`config.mk`:
```
export PLATFORM = sky130hd
export DESIGN_NAME = multi_pattern_byte_signature_match_top
export DESIGN_NICKNAME = d
export VERILOG_FILES = /design/src/mpbsm_pkg.sv /design/src/multi_pattern_byte_signature_match_top.sv
export SDC_FILE = /design/constraint.sdc
export NUM_CORES = 1
export LEC_CHECK = 0
export BUFFER_PORTS_ARGS = -buffer_cell sky130_fd_sc_hd__buf_2
export CAP_MARGIN = 0
export CORE_MARGIN = 10
export CORE_UTILIZATION = 60
export DETAILED_ROUTE_END_ITERATION = 10
export PLACE_DENSITY_LB_ADDON = 0.05
export SYNTH_ARGS = -nofsm -noshare
export SYNTH_HDL_FRONTEND = slang
export SYNTH_SLANG_ARGS = --single-unit
```
`constraint.sdc`:
```
create_clock -name clk -period 10.05 [get_ports clk]
set_clock_uncertainty 0.2 [all_clocks]
set_input_delay 2.01 -clock clk [delete_from_list [all_inputs] [get_ports clk]]
set_output_delay 2.01 -clock clk [all_outputs]
set_load 0.02 [all_outputs]
```
`src/mpbsm_pkg.sv`:
```
`default_nettype none
// ----------------------------------------------------------------------------
// Signature matcher package
// Shared constants, types and the score function of the byte signature
// matcher.
// ----------------------------------------------------------------------------
package mpbsm_pkg;

    localparam int NUM_SIGNATURES_DEFAULT    = 8;
    localparam int MAX_SIGNATURE_LEN_DEFAULT = 5;

    localparam int SLOT_COUNT  = 8;
    localparam int SLOT_W      = 43;
    localparam int LEN_LSB     = 40;
    localparam int LEN_W       = 3;
    localparam int CFG_INDEX_W = 3;
    localparam int COUNT_W     = 4;
    localparam int SCORE_W     = 7;
    localparam int MASK_W      = 8;

    localparam logic [7:0] SCORE_STEP = 8'd15;
    localparam logic [7:0] SCORE_MAX  = 8'd100;

    typedef logic [SLOT_W-1:0]  slot_t;
    typedef logic [7:0]         byte_t;
    typedef logic [LEN_W-1:0]   sig_len_t;

    localparam slot_t SLOT_RESET [SLOT_COUNT] = '{
        43'd4400471904400, 43'd4401482484940, 43'd2199023256847, 43'd2199023288525,
        43'd4398046511336, 43'd2199023265279, 43'd3298547517256, 43'd5976118551912
    };

    // Fifteen points per signature found, capped at one hundred.
    function automatic logic [SCORE_W-1:0] score_of(input logic [COUNT_W-1:0] count);
        logic [7:0] product;
        product = 8'(count) * SCORE_STEP;
        if (product > SCORE_MAX)
        begin
            product = SCORE_MAX;
        end
        return product[SCORE_W-1:0];
    endfunction

endpackage
`default_nettype wire

```
`src/multi_pattern_byte_signature_match_top.sv`:
```
`default_nettype none
// ----------------------------------------------------------------------------
// Multi-pattern byte signature matcher
// Scans a buffer byte by byte against eight configurable signatures and
// reports the found mask, match count and score on the buffer's last byte.
// ----------------------------------------------------------------------------
// The block takes one byte per clock cycle. All signature slots compare the
// newest byte and the held history in parallel in the cycle it is accepted,
// and the result is presented from an output register in the cycle after
// the last byte of a buffer is accepted. Non-last bytes are taken even while
// a result waits; only a last byte is held off until the waiting result has
// been taken, since the output register is the one place for it. The user
// must write signature slots through the configuration port between buffers;
// the block does not enforce it. Slot writes take effect at the next byte.
module multi_pattern_byte_signature_match_top
#(
    parameter int NUM_SIGNATURES    = mpbsm_pkg::NUM_SIGNATURES_DEFAULT,
    parameter int MAX_SIGNATURE_LEN = mpbsm_pkg::MAX_SIGNATURE_LEN_DEFAULT
)
(
    input  wire logic                             clk,
    input  wire logic                             rst_n,

    input  wire logic                             cfg_wr_en,
    input  wire logic [mpbsm_pkg::CFG_INDEX_W-1:0] cfg_index,
    input  wire logic [mpbsm_pkg::SLOT_W-1:0]      cfg_data,

    input  wire logic                             in_valid,
    output logic                                  in_stall,
    input  wire logic [7:0]                       data_byte,
    input  wire logic                             last_byte,

    output logic                                  out_valid,
    input  wire logic                             out_stall,
    output logic [mpbsm_pkg::MASK_W-1:0]          found_mask,
    output logic [mpbsm_pkg::COUNT_W-1:0]         match_count,
    output logic [mpbsm_pkg::SCORE_W-1:0]         score_percent
);

    import mpbsm_pkg::*;

    localparam int HIST_BYTES = MAX_SIGNATURE_LEN - 1;
    localparam int HIST_LEN   = (HIST_BYTES > 0) ? HIST_BYTES : 1;
    localparam int SEEN_W     = (MAX_SIGNATURE_LEN > 1) ? $clog2(MAX_SIGNATURE_LEN) : 1;

    slot_t               slot_reg [NUM_SIGNATURES];
    byte_t               history_reg [HIST_LEN];
    byte_t               history_next [HIST_LEN];
    logic [SEEN_W-1:0]   bytes_seen_reg;
    logic [SEEN_W-1:0]   bytes_seen_next;
    logic [NUM_SIGNATURES-1:0] found_reg;
    logic [NUM_SIGNATURES-1:0] found_next;

    logic                out_valid_reg;
    logic [MASK_W-1:0]   found_mask_reg;
    logic [COUNT_W-1:0]  match_count_reg;
    logic [SCORE_W-1:0]  score_reg;

    byte_t               window [MAX_SIGNATURE_LEN];
    logic [NUM_SIGNATURES-1:0] hit;
    logic [MASK_W-1:0]   mask_next;
    logic [COUNT_W-1:0]  count_next;
    logic                in_accept;

    assign in_stall  = out_valid_reg && out_stall && last_byte;
    assign in_accept = in_valid && !in_stall;

    always_comb
    begin
        for (int k = 0; k < MAX_SIGNATURE_LEN - 1; k++)
        begin
            window[k] = history_reg[k];
        end
        window[MAX_SIGNATURE_LEN-1] = data_byte;
    end

    // Each slot compares its tail against every possible length and then
    // keeps the comparison that its length field selects.
    always_comb
    begin
        sig_len_t len;
        logic     tail_eq;
        for (int s = 0; s < NUM_SIGNATURES; s++)
        begin
            len    = slot_reg[s][LEN_LSB +: LEN_W];
            hit[s] = 1'b0;
            for (int l = 1; l <= MAX_SIGNATURE_LEN; l++)
            begin
                tail_eq = (int'(bytes_seen_reg) + 1 >= l);
                for (int k = 0; k < l; k++)
                begin
                    if (slot_reg[s][8*k +: 8] != window[MAX_SIGNATURE_LEN - l + k])
                    begin
                        tail_eq = 1'b0;
                    end
                end
                if (len == LEN_W'(l) && tail_eq)
                begin
                    hit[s] = 1'b1;
                end
            end
        end
    end

    always_comb
    begin
        logic [NUM_SIGNATURES-1:0] flags;
        flags      = found_reg | hit;
        mask_next  = MASK_W'(flags);
        count_next = '0;
        for (int s = 0; s < NUM_SIGNATURES; s++)
        begin
            count_next = count_next + COUNT_W'(flags[s]);
        end

        if (last_byte)
        begin
            found_next      = '0;
            bytes_seen_next = '0;
            for (int k = 0; k < HIST_LEN; k++)
            begin
                history_next[k] = '0;
            end
        end
        else
        begin
            found_next = flags;
            if (int'(bytes_seen_reg) < HIST_BYTES)
            begin
                bytes_seen_next = bytes_seen_reg + SEEN_W'(1);
            end
            else
            begin
                bytes_seen_next = bytes_seen_reg;
            end
            history_next[HIST_LEN-1] = '0;
            for (int k = 0; k < HIST_BYTES; k++)
            begin
                history_next[k] = window[k+1];
            end
        end
    end

    always_ff @(posedge clk or negedge rst_n)
    begin
        if (!rst_n)
        begin
            for (int s = 0; s < NUM_SIGNATURES; s++)
            begin
                slot_reg[s] <= SLOT_RESET[s];
            end
        end
        else if (cfg_wr_en)
        begin
            for (int s = 0; s < NUM_SIGNATURES; s++)
            begin
                if (cfg_index == CFG_INDEX_W'(s))
                begin
                    slot_reg[s] <= cfg_data;
                end
            end
        end
    end

    always_ff @(posedge clk or negedge rst_n)
    begin
        if (!rst_n)
        begin
            bytes_seen_reg <= '0;
            found_reg      <= '0;
            for (int k = 0; k < HIST_LEN; k++)
            begin
                history_reg[k] <= '0;
            end
        end
        else if (in_accept)
        begin
            bytes_seen_reg <= bytes_seen_next;
            found_reg      <= found_next;
            history_reg    <= history_next;
        end
    end

    always_ff @(posedge clk or negedge rst_n)
    begin
        if (!rst_n)
        begin
            out_valid_reg <= 1'b0;
        end
        else if (in_accept && last_byte)
        begin
            out_valid_reg <= 1'b1;
        end
        else if (!out_stall)
        begin
            out_valid_reg <= 1'b0;
        end
    end

    always_ff @(posedge clk)
    begin
        if (in_accept && last_byte)
        begin
            found_mask_reg  <= mask_next;
            match_count_reg <= count_next;
            score_reg       <= score_of(count_next);
        end
    end

    assign out_valid     = out_valid_reg;
    assign found_mask    = found_mask_reg;
    assign match_count   = match_count_reg;
    assign score_percent = score_reg;

    // A last byte that is accepted always leaves a result waiting.
    a_last_gives_result: assert property (@(posedge clk) disable iff (!rst_n)
        (in_accept && last_byte) |=> out_valid)
        else $error("accepted last byte produced no result");

    // The buffer state starts over after a last byte.
    a_state_cleared: assert property (@(posedge clk) disable iff (!rst_n)
        (in_accept && last_byte) |=> (bytes_seen_reg == '0 && found_reg == '0))
        else $error("buffer state not cleared after last byte");

    a_count_matches_mask: assert property (@(posedge clk) disable iff (!rst_n)
        out_valid |-> (32'(match_count) == $countones(found_mask)))
        else $error("match count disagrees with found mask");

    a_score_consistent: assert property (@(posedge clk) disable iff (!rst_n)
        out_valid |-> (score_percent == 7'd100
                       || 8'(score_percent) == 8'(match_count) * SCORE_STEP))
        else $error("score does not follow match count");

endmodule
`default_nettype wire
```
=== Word level (Yosys, flattened, before mapping) ===
Index checks and enable logic that the tools add are counted.
Widths: inputs -> output; s select.

* Register bits: 407
* Bits of input ports: 60
* Output and inout bits: 21
* Word-level logic and storage cells: 426

* Add/sub/neg operators: 9
* $mul: 1
* $lt $le $gt $ge: 7
* Equality and inequality tests: 168
* Mux-type cells: 166
* Bitwise gates (word level): 1
* Reduce and logical (&&, ||, !) cells: 56

{| class="wikitable"
|+ Operators by type and width
! cell !! number
|-
| $ne 8x8->1 || 120
|-
| $mux 1 || 162
|-
| $ge 32x3->1 const B || 2
|-
| $eq 3x3->1 const B || 20
|-
| $eq 3x2->1 const B || 18
|-
| $logic_and 1x1->1 || 44
|-
| $ge 32x2->1 const B || 1
|-
| $ge 32x4->1 const B || 1
|-
| $mux 32 || 1
|-
| $eq 3x1->1 const B || 9
|-
| $reduce_and 2->1 || 9
|-
| $add 4x1->4 || 4
|-
| $gt 8x7->1 const B || 1
|-
| $mul 4x4->8 const B || 1
|-
| $mux 8 || 1
|-
| $or 8x8->8 || 1
|-
| $mux 3 || 2
|-
| $add 3x1->4 || 1
|-
| $add 3x1->4 const B || 1
|-
| $ge 4x3->1 const B || 1
|-
| $add 2x1->3 || 1
|-
| $add 3x1->3 const B || 1
|-
| $logic_not 3->1 || 1
|-
| $lt 3x3->1 const B || 1
|-
| 4 further kinds || 4
|}

=== Logic depth before layout (Yosys ltp) ===
Gate-level depths: netlist (run 1).

* Depth after elaboration: 19
* Depth in mapped cells: 27

=== Least setup slack after synthesis (run 1) ===
Ideal clock, no wire load.

* Kind: input to register
* Start: input data_byte[2]
* End: register score_reg[2] (netlist: score_percent[2]) (data pin)
* Library setup time: 256 ps
* Arrival time: 8359 ps
* Required time: 9594 ps
* Slack: 1234 ps
* Stages: 27
* Cells stage by stage: buf_2 -> buf_2 -> buf_2 -> xnor2_1 -> nand4_1 -> nor4_1 -> a31oi_1 -> and2_1 -> fa_1 -> inv_1 -> fa_1 -> fa_1 -> ha_1 -> inv_1 -> fa_1 -> inv_1 -> fa_1 -> inv_1 -> fa_1 -> inv_1 -> ha_1 -> a21o_1 -> a21o_1 -> a21o_1 -> a311oi_1 -> o31a_1 -> nand2b_1

* Word-level cells in the longest chain between the ends: 18
* Elaborated cells between the ends (all ways): 170
* Those cells by class: 7 x add/sub; 1 x mul; 1 x order compare; 40 x eq/ne; 80 x mux; 1 x bitwise; 40 x reduce/logical

{| class="wikitable"
|+ Ends and longest elaborated chain
! element !! RTL line !! RTL
|-
| start, declared || multi_pattern_byte_signature_match_top.sv:30 || <nowiki>input wire logic [7:0] data_byte,</nowiki>
|-
| $ne 8x8->1 || multi_pattern_byte_signature_match_top.sv:92 || <nowiki>if (slot_reg[s][8*k +: 8] != window[MAX_SIGNATURE_LEN - l + k])</nowiki>
|-
| $mux 1 || multi_pattern_byte_signature_match_top.sv:92 ||
|-
| $logic_and 1x1->1 || multi_pattern_byte_signature_match_top.sv:97 || <nowiki>if (len == LEN_W'(l) && tail_eq)</nowiki>
|-
| $mux 1 (5 in a row) || multi_pattern_byte_signature_match_top.sv:97 ||
|-
| $or 8x8->8 (*) || multi_pattern_byte_signature_match_top.sv:108 || <nowiki>flags = found_reg | hit;</nowiki>
|-
| $add 1x1->2 || multi_pattern_byte_signature_match_top.sv:113 || <nowiki>count_next = count_next + COUNT_W'(flags[s]);</nowiki>
|-
| $add 2x1->3 || multi_pattern_byte_signature_match_top.sv:113 ||
|-
| $add 3x1->4 || multi_pattern_byte_signature_match_top.sv:113 ||
|-
| $add 4x1->4 (3 in a row) || multi_pattern_byte_signature_match_top.sv:113 ||
|-
| $add 4x1->4 (*) || multi_pattern_byte_signature_match_top.sv:113 ||
|-
| net count_next[1] || multi_pattern_byte_signature_match_top.sv:62 || <nowiki>logic [COUNT_W-1:0] count_next;</nowiki>
|-
| $mul 4x4->8 (*) || mpbsm_pkg.sv:36 || <nowiki>product = 8'(count) * SCORE_STEP;</nowiki>
|-
| $gt 8x7->1 || mpbsm_pkg.sv:37 || <nowiki>if (product > SCORE_MAX)</nowiki>
|-
| end signal, assigned || multi_pattern_byte_signature_match_top.sv:206 || <nowiki>score_reg <= score_of(count_next);</nowiki>
|-
| end, declared || multi_pattern_byte_signature_match_top.sv:57 || <nowiki>logic [SCORE_W-1:0] score_reg;</nowiki>
|}

The timed path passes the listed nets; every way through them passes the cells marked *.
A chain may end at the register's enable or synchronous reset.

=== Final worst setup path (run 1) ===
* Start: input data_byte[1]
* End: register score_reg[3] (netlist: score_percent[3]) (data pin)

The elaborated chain is that of the path after synthesis.

==> results of run 1 <==
==> routing by layer <==
metal,GRT usage (%),vias up,wire length (um)
li1,-,8728,-
met1,53.6,11094,45300
met2,54.5,1796,46400
met3,13.7,487,15500
met4,29.9,2,9190
met5,0,-,10
==> cells in the mapped netlist (all sizes together) (6+ instances only) <==
| library cell | number |
|---|---|
| nor4 | 146 |
| fa | 9 |
| buf | 185 |
| nand4b | 7 |
| nand2b | 7 |
| nand3 | 31 |
| and2 | 9 |
| nand4 | 127 |
| xor2 | 505 |
| a21oi | 18 |
| clkbuf | 111 |
| nor4b | 8 |
| dfstp | 91 |
| o21ai | 24 |
| xnor2 | 446 |
| nor2 | 16 |
| mux2 | 340 |
| a31oi | 6 |
| inv | 39 |
| nor3 | 34 |
| a22o | 27 |
| dfrtp | 297 |
| nand2 | 32 |
| edfxtp | 19 |
| ha | 18 |
==> per-stage QoR <==
stage / util (%) / instance area, sq um / total power (uW) / setup WS, ps
2_1_floorplan: - / 27900 / 3870 / 1230
3_3_place_gp: 62.3 / 28500 / 4510 / 482
3_5_place_dp: 62.3 / 28500 / 4540 / 354
4_1_cts: 65.7 / 30000 / 6290 / 1020
5_1_grt: 65.7 / 30000 / 6570 / 612
6_report: 65.8 / 30100 / 6380 / 919
==> how the worst max path moves through the flow <==
stage                 start                to  slack (ps)  cells after the start
2_1_floorplan  data_byte[2]  score_percent[2]        1230                     27
6_report       data_byte[1]  score_percent[3]         920                     27
5_1_grt        data_byte[1]  score_percent[3]         610                     27
3_3_place_gp   data_byte[0]  score_percent[2]         480                     26
4_1_cts        data_byte[1]  score_percent[3]        1020                     27
3_5_place_dp   data_byte[1]  score_percent[3]         350                     27
==> area by class of cell <==
cell class	instances	area (sq um)
tap	600	751
inverter	39	146
timing repair buffer	170	1150
multi-input combinational	1866	16000
fill	3578	15600
sequential	407	10400
antenna	22	55.1
clock buffer	64	1340
clock inverter	24	205
==> power by group <==
group	internal (uW)	total (uW)	switching, uW
Sequential	2040	2750	713
Clock	995	1760	760
Combinational	921	1870	953
Total	3950	6380	2430
==> cells by family (layout without fill, tap and decap cells) <==
group | Yosys count | after routing | share of synthesized area (%)
fa+ha+maj | 27 | 27 | 1.45
buf+inv | 335 | 297 | 5.40
mux | 341 | 341 | 13.8
flops | 407 | 407 | 37.3
other cells | 0 | 22 | 0
xor+xnor | 951 | 951 | 29.9
simple gates | 438 | 438 | 9.39
compound gates | 109 | 109 | 2.79
==> critical path, stage by stage <==
cell       delay [ps]
buf_2             130
buf_12            190
xor2_1            180
nor4_1            350
nand3_1           130
or4_1             520
and3_1            210
and2_1            150
fa_1              570
inv_1              80
fa_1              480
fa_1              530
ha_1              170
inv_1              50
fa_1              560
inv_1             140
fa_1              600
inv_1              60
fa_1              480
inv_1              70
ha_1              280
a21o_1            150
a21o_1            210
a2111oi_0         470
a311oi_1          150
o31a_1            180
and2_1            170
==> reports/results.tsv, run 1 <==
metric	value	unit
status	completed	
drt_iter0_drc	3408	
syn_nets	2695	
dieArea	0.0555	sq mm
maxSlewViolCount	0	
synth_top_cells_by_area	dfrtp_1, xor2_1, xnor2_1, mux2_2, dfstp_2	
start_util	61.0	%
num_rows	78	
slew_headroom	15.6	%
r2r_end	score_percent[3]	
die_h	236	um
dpl.cell_count	3082	
syn_inst	2608	
cts_hold_buf	0	
layout.nets	2619	
ff2ff_path_depth	25	
ys.warnings.count	0	
path_class	input port to register	
r2r_start	history_reg[3]	
vias_per_cell	6.93	
wl_per_cell	36.5	um
root_buffer	clkbuf_16	
clkTransAtPathRegs	60	ps
cts_tree	done	
crit_required	10210	ps
die_w	236	um
final_common_cell	xor2_1	
ir_drop	0.181	mV
hp-start	out_valid	
p_leak	0.0123	uW
yosysTopAreaCellShare	26.7	%
area_growth	7.89	%
dp_hpwl	75700	um
syn_avg_cell_area	10.7	sq um
post_cts_buffers	0	
async_flop_share	95.3	%
hp-class	register to register	
arrival	9290	ps
ios	81	
largest_reg_flops	344	
placement.io_buffers	80	
hold_violations	0	
max_cap_violations	0	
synth_edf_count	19	
gp_congestion	1.05	
clockBufferDepth	3	
hold_slack	302	ps
grt_max_degree	112	
clock_latency	610	ps
hold_depth	2	
wirelength	116000	um
ys_types	60	
drt_pass1_iterations	5	
synthesis.area	0.0279	sq mm
min_to	out_valid	
fin_setup_tns	0	ps
ant_nets	0	
rsz0062_at_grt	false	
ys_seq_area_share	37.3	%
min_period	9130	ps
clock-sinks	407	
track_usage	40.7	%
final_cell_mix	xor2_1, xnor2_1, mux2_2	
cp_max_fo	24	
synth_seq_cells	407	
synth_ff_type	dfrtp_1	
antenna_found_initial	14	
coreArea	0.0457	sq mm
synth_top_area_cell	dfrtp_1	
fin_cells	3192	
grt_overflow	0	
cts_max_level	2	
rrSetupSlack	1470	ps
finalCritPeriodShare	90.9	%
grt_pass1_vias	21428	
drc	0	
worst_pin_slew	1270	ps
grt_pass1_wl	164000	um
fmax	110	MHz
start_kind	input port	
setup_viol	0	
end_kind	register	
drive_above_1_share	27.3	%
vias	22107	
power_per_cell_area	212	mW/mm^2
cts_resized	0	
numCtsBuffers	48	
No activity file was read; power rests on OpenSTA's default activity.
==> run 2, diff against run 1 <==
Clock period 10.05 ns to 10.25 ns, I/O delays scaled along.
==> run 2 against run 1 <==
Compared with the run above:
- largest power group unchanged
- critical path type unchanged
- design area increased by 0.47%
- hold slack improved by 8.7 ps
- sequential share of layout area decreased by 0.17 points
- global-route usage decreased by 0.29 points
- flip-flop and latch count unchanged
- sequential power decreased by 1%
- largest cell class unchanged
- critical endpoint is now score_percent[2]
- routed wire length decreased by 0.71%
- critical path depth decreased by 1
- power increased by 1.3%
- count of clock-buffer cells in the layout increased by 6
- via count decreased by 0.24%
- first-iteration DRC count decreased by 6.3%
==> reports/results.tsv, run 2 (synthesis results as in run 1) <==
metric	value	unit	change
root_buffer	clkbuf_16		
clkTransAtPathRegs	60	ps	about the same
wirelength	116000	um	-0.71%
hp-class	register to register		
r2r_end	score_percent[2]		
ant_nets	0		unchanged
final_cell_mix	xor2_1, xnor2_1, mux2_2		
cts_tree	done		
drive_above_1_share	27.2	%	-0.15 points
maxSlewViolCount	0		unchanged
dieArea	0.0555	sq mm	unchanged
gp_congestion	1.06		+0.68%
grt_max_degree	133		+19%
clock-sinks	407		unchanged
path_class	input port to register		
arrival	9510	ps	+220 ps
cp_max_fo	13		-46%
crit_required	10410	ps	+200 ps
area_growth	8.40	%	
power_per_cell_area	214	mW/mm^2	+0.84%
num_rows	78		unchanged
drt_iter0_drc	3192		-6.3%
r2r_start	history_reg[10]		
largest_reg_flops	344		unchanged
drt_pass1_iterations	6		+1
start_util	61.0	%	unchanged
placement.io_buffers	80		unchanged
p_leak	0.0124	uW	+0.69%
drc	0		unchanged
hold_violations	0		unchanged
start_kind	input port		
dp_hpwl	75100	um	-0.83%
track_usage	40.4	%	-0.29 points
slew_headroom	16.5	%	+0.98 points
antenna_found_initial	19		+5
rrSetupSlack	1560	ps	+90 ps
grt_overflow	0		unchanged
crit_end	score_percent[2]		
vias_per_cell	6.95		+0.29%
final_common_cell	xor2_1		
numCtsBuffers	48		unchanged
fmax	107	MHz	
layout.nets	2613		-0.23%
wl_per_cell	36.4	um	-0.18%
post_cts_buffers	0		unchanged
hold_slack	311	ps	+8.65 ps
worst_pin_slew	1250	ps	-17.7 ps
coreArea	0.0457	sq mm	unchanged
rsz0062_at_grt	false		
place_area	0.0284	sq mm	-0.23%
vias	22054		-0.24%
ios	81		unchanged
crit_start	data_byte[1]		
ir_drop	0.186	mV	+2.7%
die_w	236	um	unchanged
cts_resized	0		unchanged
fillers	3566		-0.34%
fin_setup_tns	0	ps	unchanged
clock_latency	610	ps	about the same
grt_pass1_vias	21588		+0.75%
grt_pass1_wl	163000	um	-0.46%
min_period	9340	ps	
ff2ff_path_depth	26		+4.0%
final_area	0.0302	sq mm	+0.47%
finalCritPeriodShare	91.1	%	
hp-start	out_valid		
setup_viol	0		unchanged
end_kind	register		
cts_max_level	2		unchanged
die_h	236	um	unchanged
status	completed		
max_cap_violations	0		unchanged
clockBufferDepth	3		unchanged
cts_hold_buf	0		unchanged
## run 2: cell count changes in the layout (fill, tap and decap cells not counted), sizes merged
| cell | previous run | this run |
|---|---|---|
| inv | 42 | 39 |
| buf | 170 | 164 |
| clkinv | 13 | 10 |
| bufinv | 2 | 10 |
| clkbuf | 64 | 70 |
| diode | 22 | 9 |
| clkinvlp | 6 | 0 |
## run 2: where the power goes
| group | switching, uW | internal (uW) |
|---|---|---|
| Clock | 737 | 1210 |
| Combinational | 911 | 893 |
| Sequential | 714 | 2000 |
## run 2: critical path, stage by stage
cell,delay [ps]
buf_2,460
xor2_1,130
nor4_1,470
nand4_1,180
nor4_1,360
nor4_2,100
and2_1,210
fa_1,600
inv_1,80
fa_1,480
fa_1,530
ha_1,170
inv_1,60
fa_1,560
inv_1,150
fa_1,600
inv_1,80
fa_1,490
inv_1,70
ha_1,290
a21o_1,160
a21o_1,200
a21o_1,180
a311oi_1,450
o31a_1,300
nand2b_1,70
## run 2: cell type report
class | count | area (sq um) | share of cell area, %
multi-input cells | 1866 | 16000 | 53.0
clock inverters | 20 | 372 | 1.23
inverters | 39 | 146 | 0.485
clock buffers | 70 | 1420 | 4.69
well taps | 600 | 751 | 2.49
diodes | 9 | 22.5 | 0.0746
repair buffers | 164 | 1080 | 3.57
flip-flops and latches | 407 | 10400 | 34.5
## run 2: stage by stage
stage | cells | utilization [%] | power, uW | worst slack (ps)
floorplan | 2608 | - | 3790 | 1390
global placement | 3076 | 62.2 | 4410 | 621
detailed placement | 3076 | 62.2 | 4440 | 457
CTS | 3166 | 66.1 | 6390 | 1060
global route | 3166 | 66.1 | 6650 | 618
finish | 3175 | 66.1 | 6460 | 908
## run 2: worst min-delay path by stage
stage	endpoint	slack [ps]	depth (start not counted)
after CTS	out_valid	310	2
after global placement	out_valid	280	2
final	out_valid	310	2
after floorplan	slot_reg[118]	300	1
after global routing	out_valid	340	2
after detailed placement	out_valid	290	2
## run 2: metal layers
metal  part of all wire (%)  track usage (%)  vias up
li1                       -                -     8710
met1                     38             52.5    11217
met2                     41             56.7     1683
met3                     13             13.1      430
met4                    6.9             26.5       14
met5                  0.085                0        -
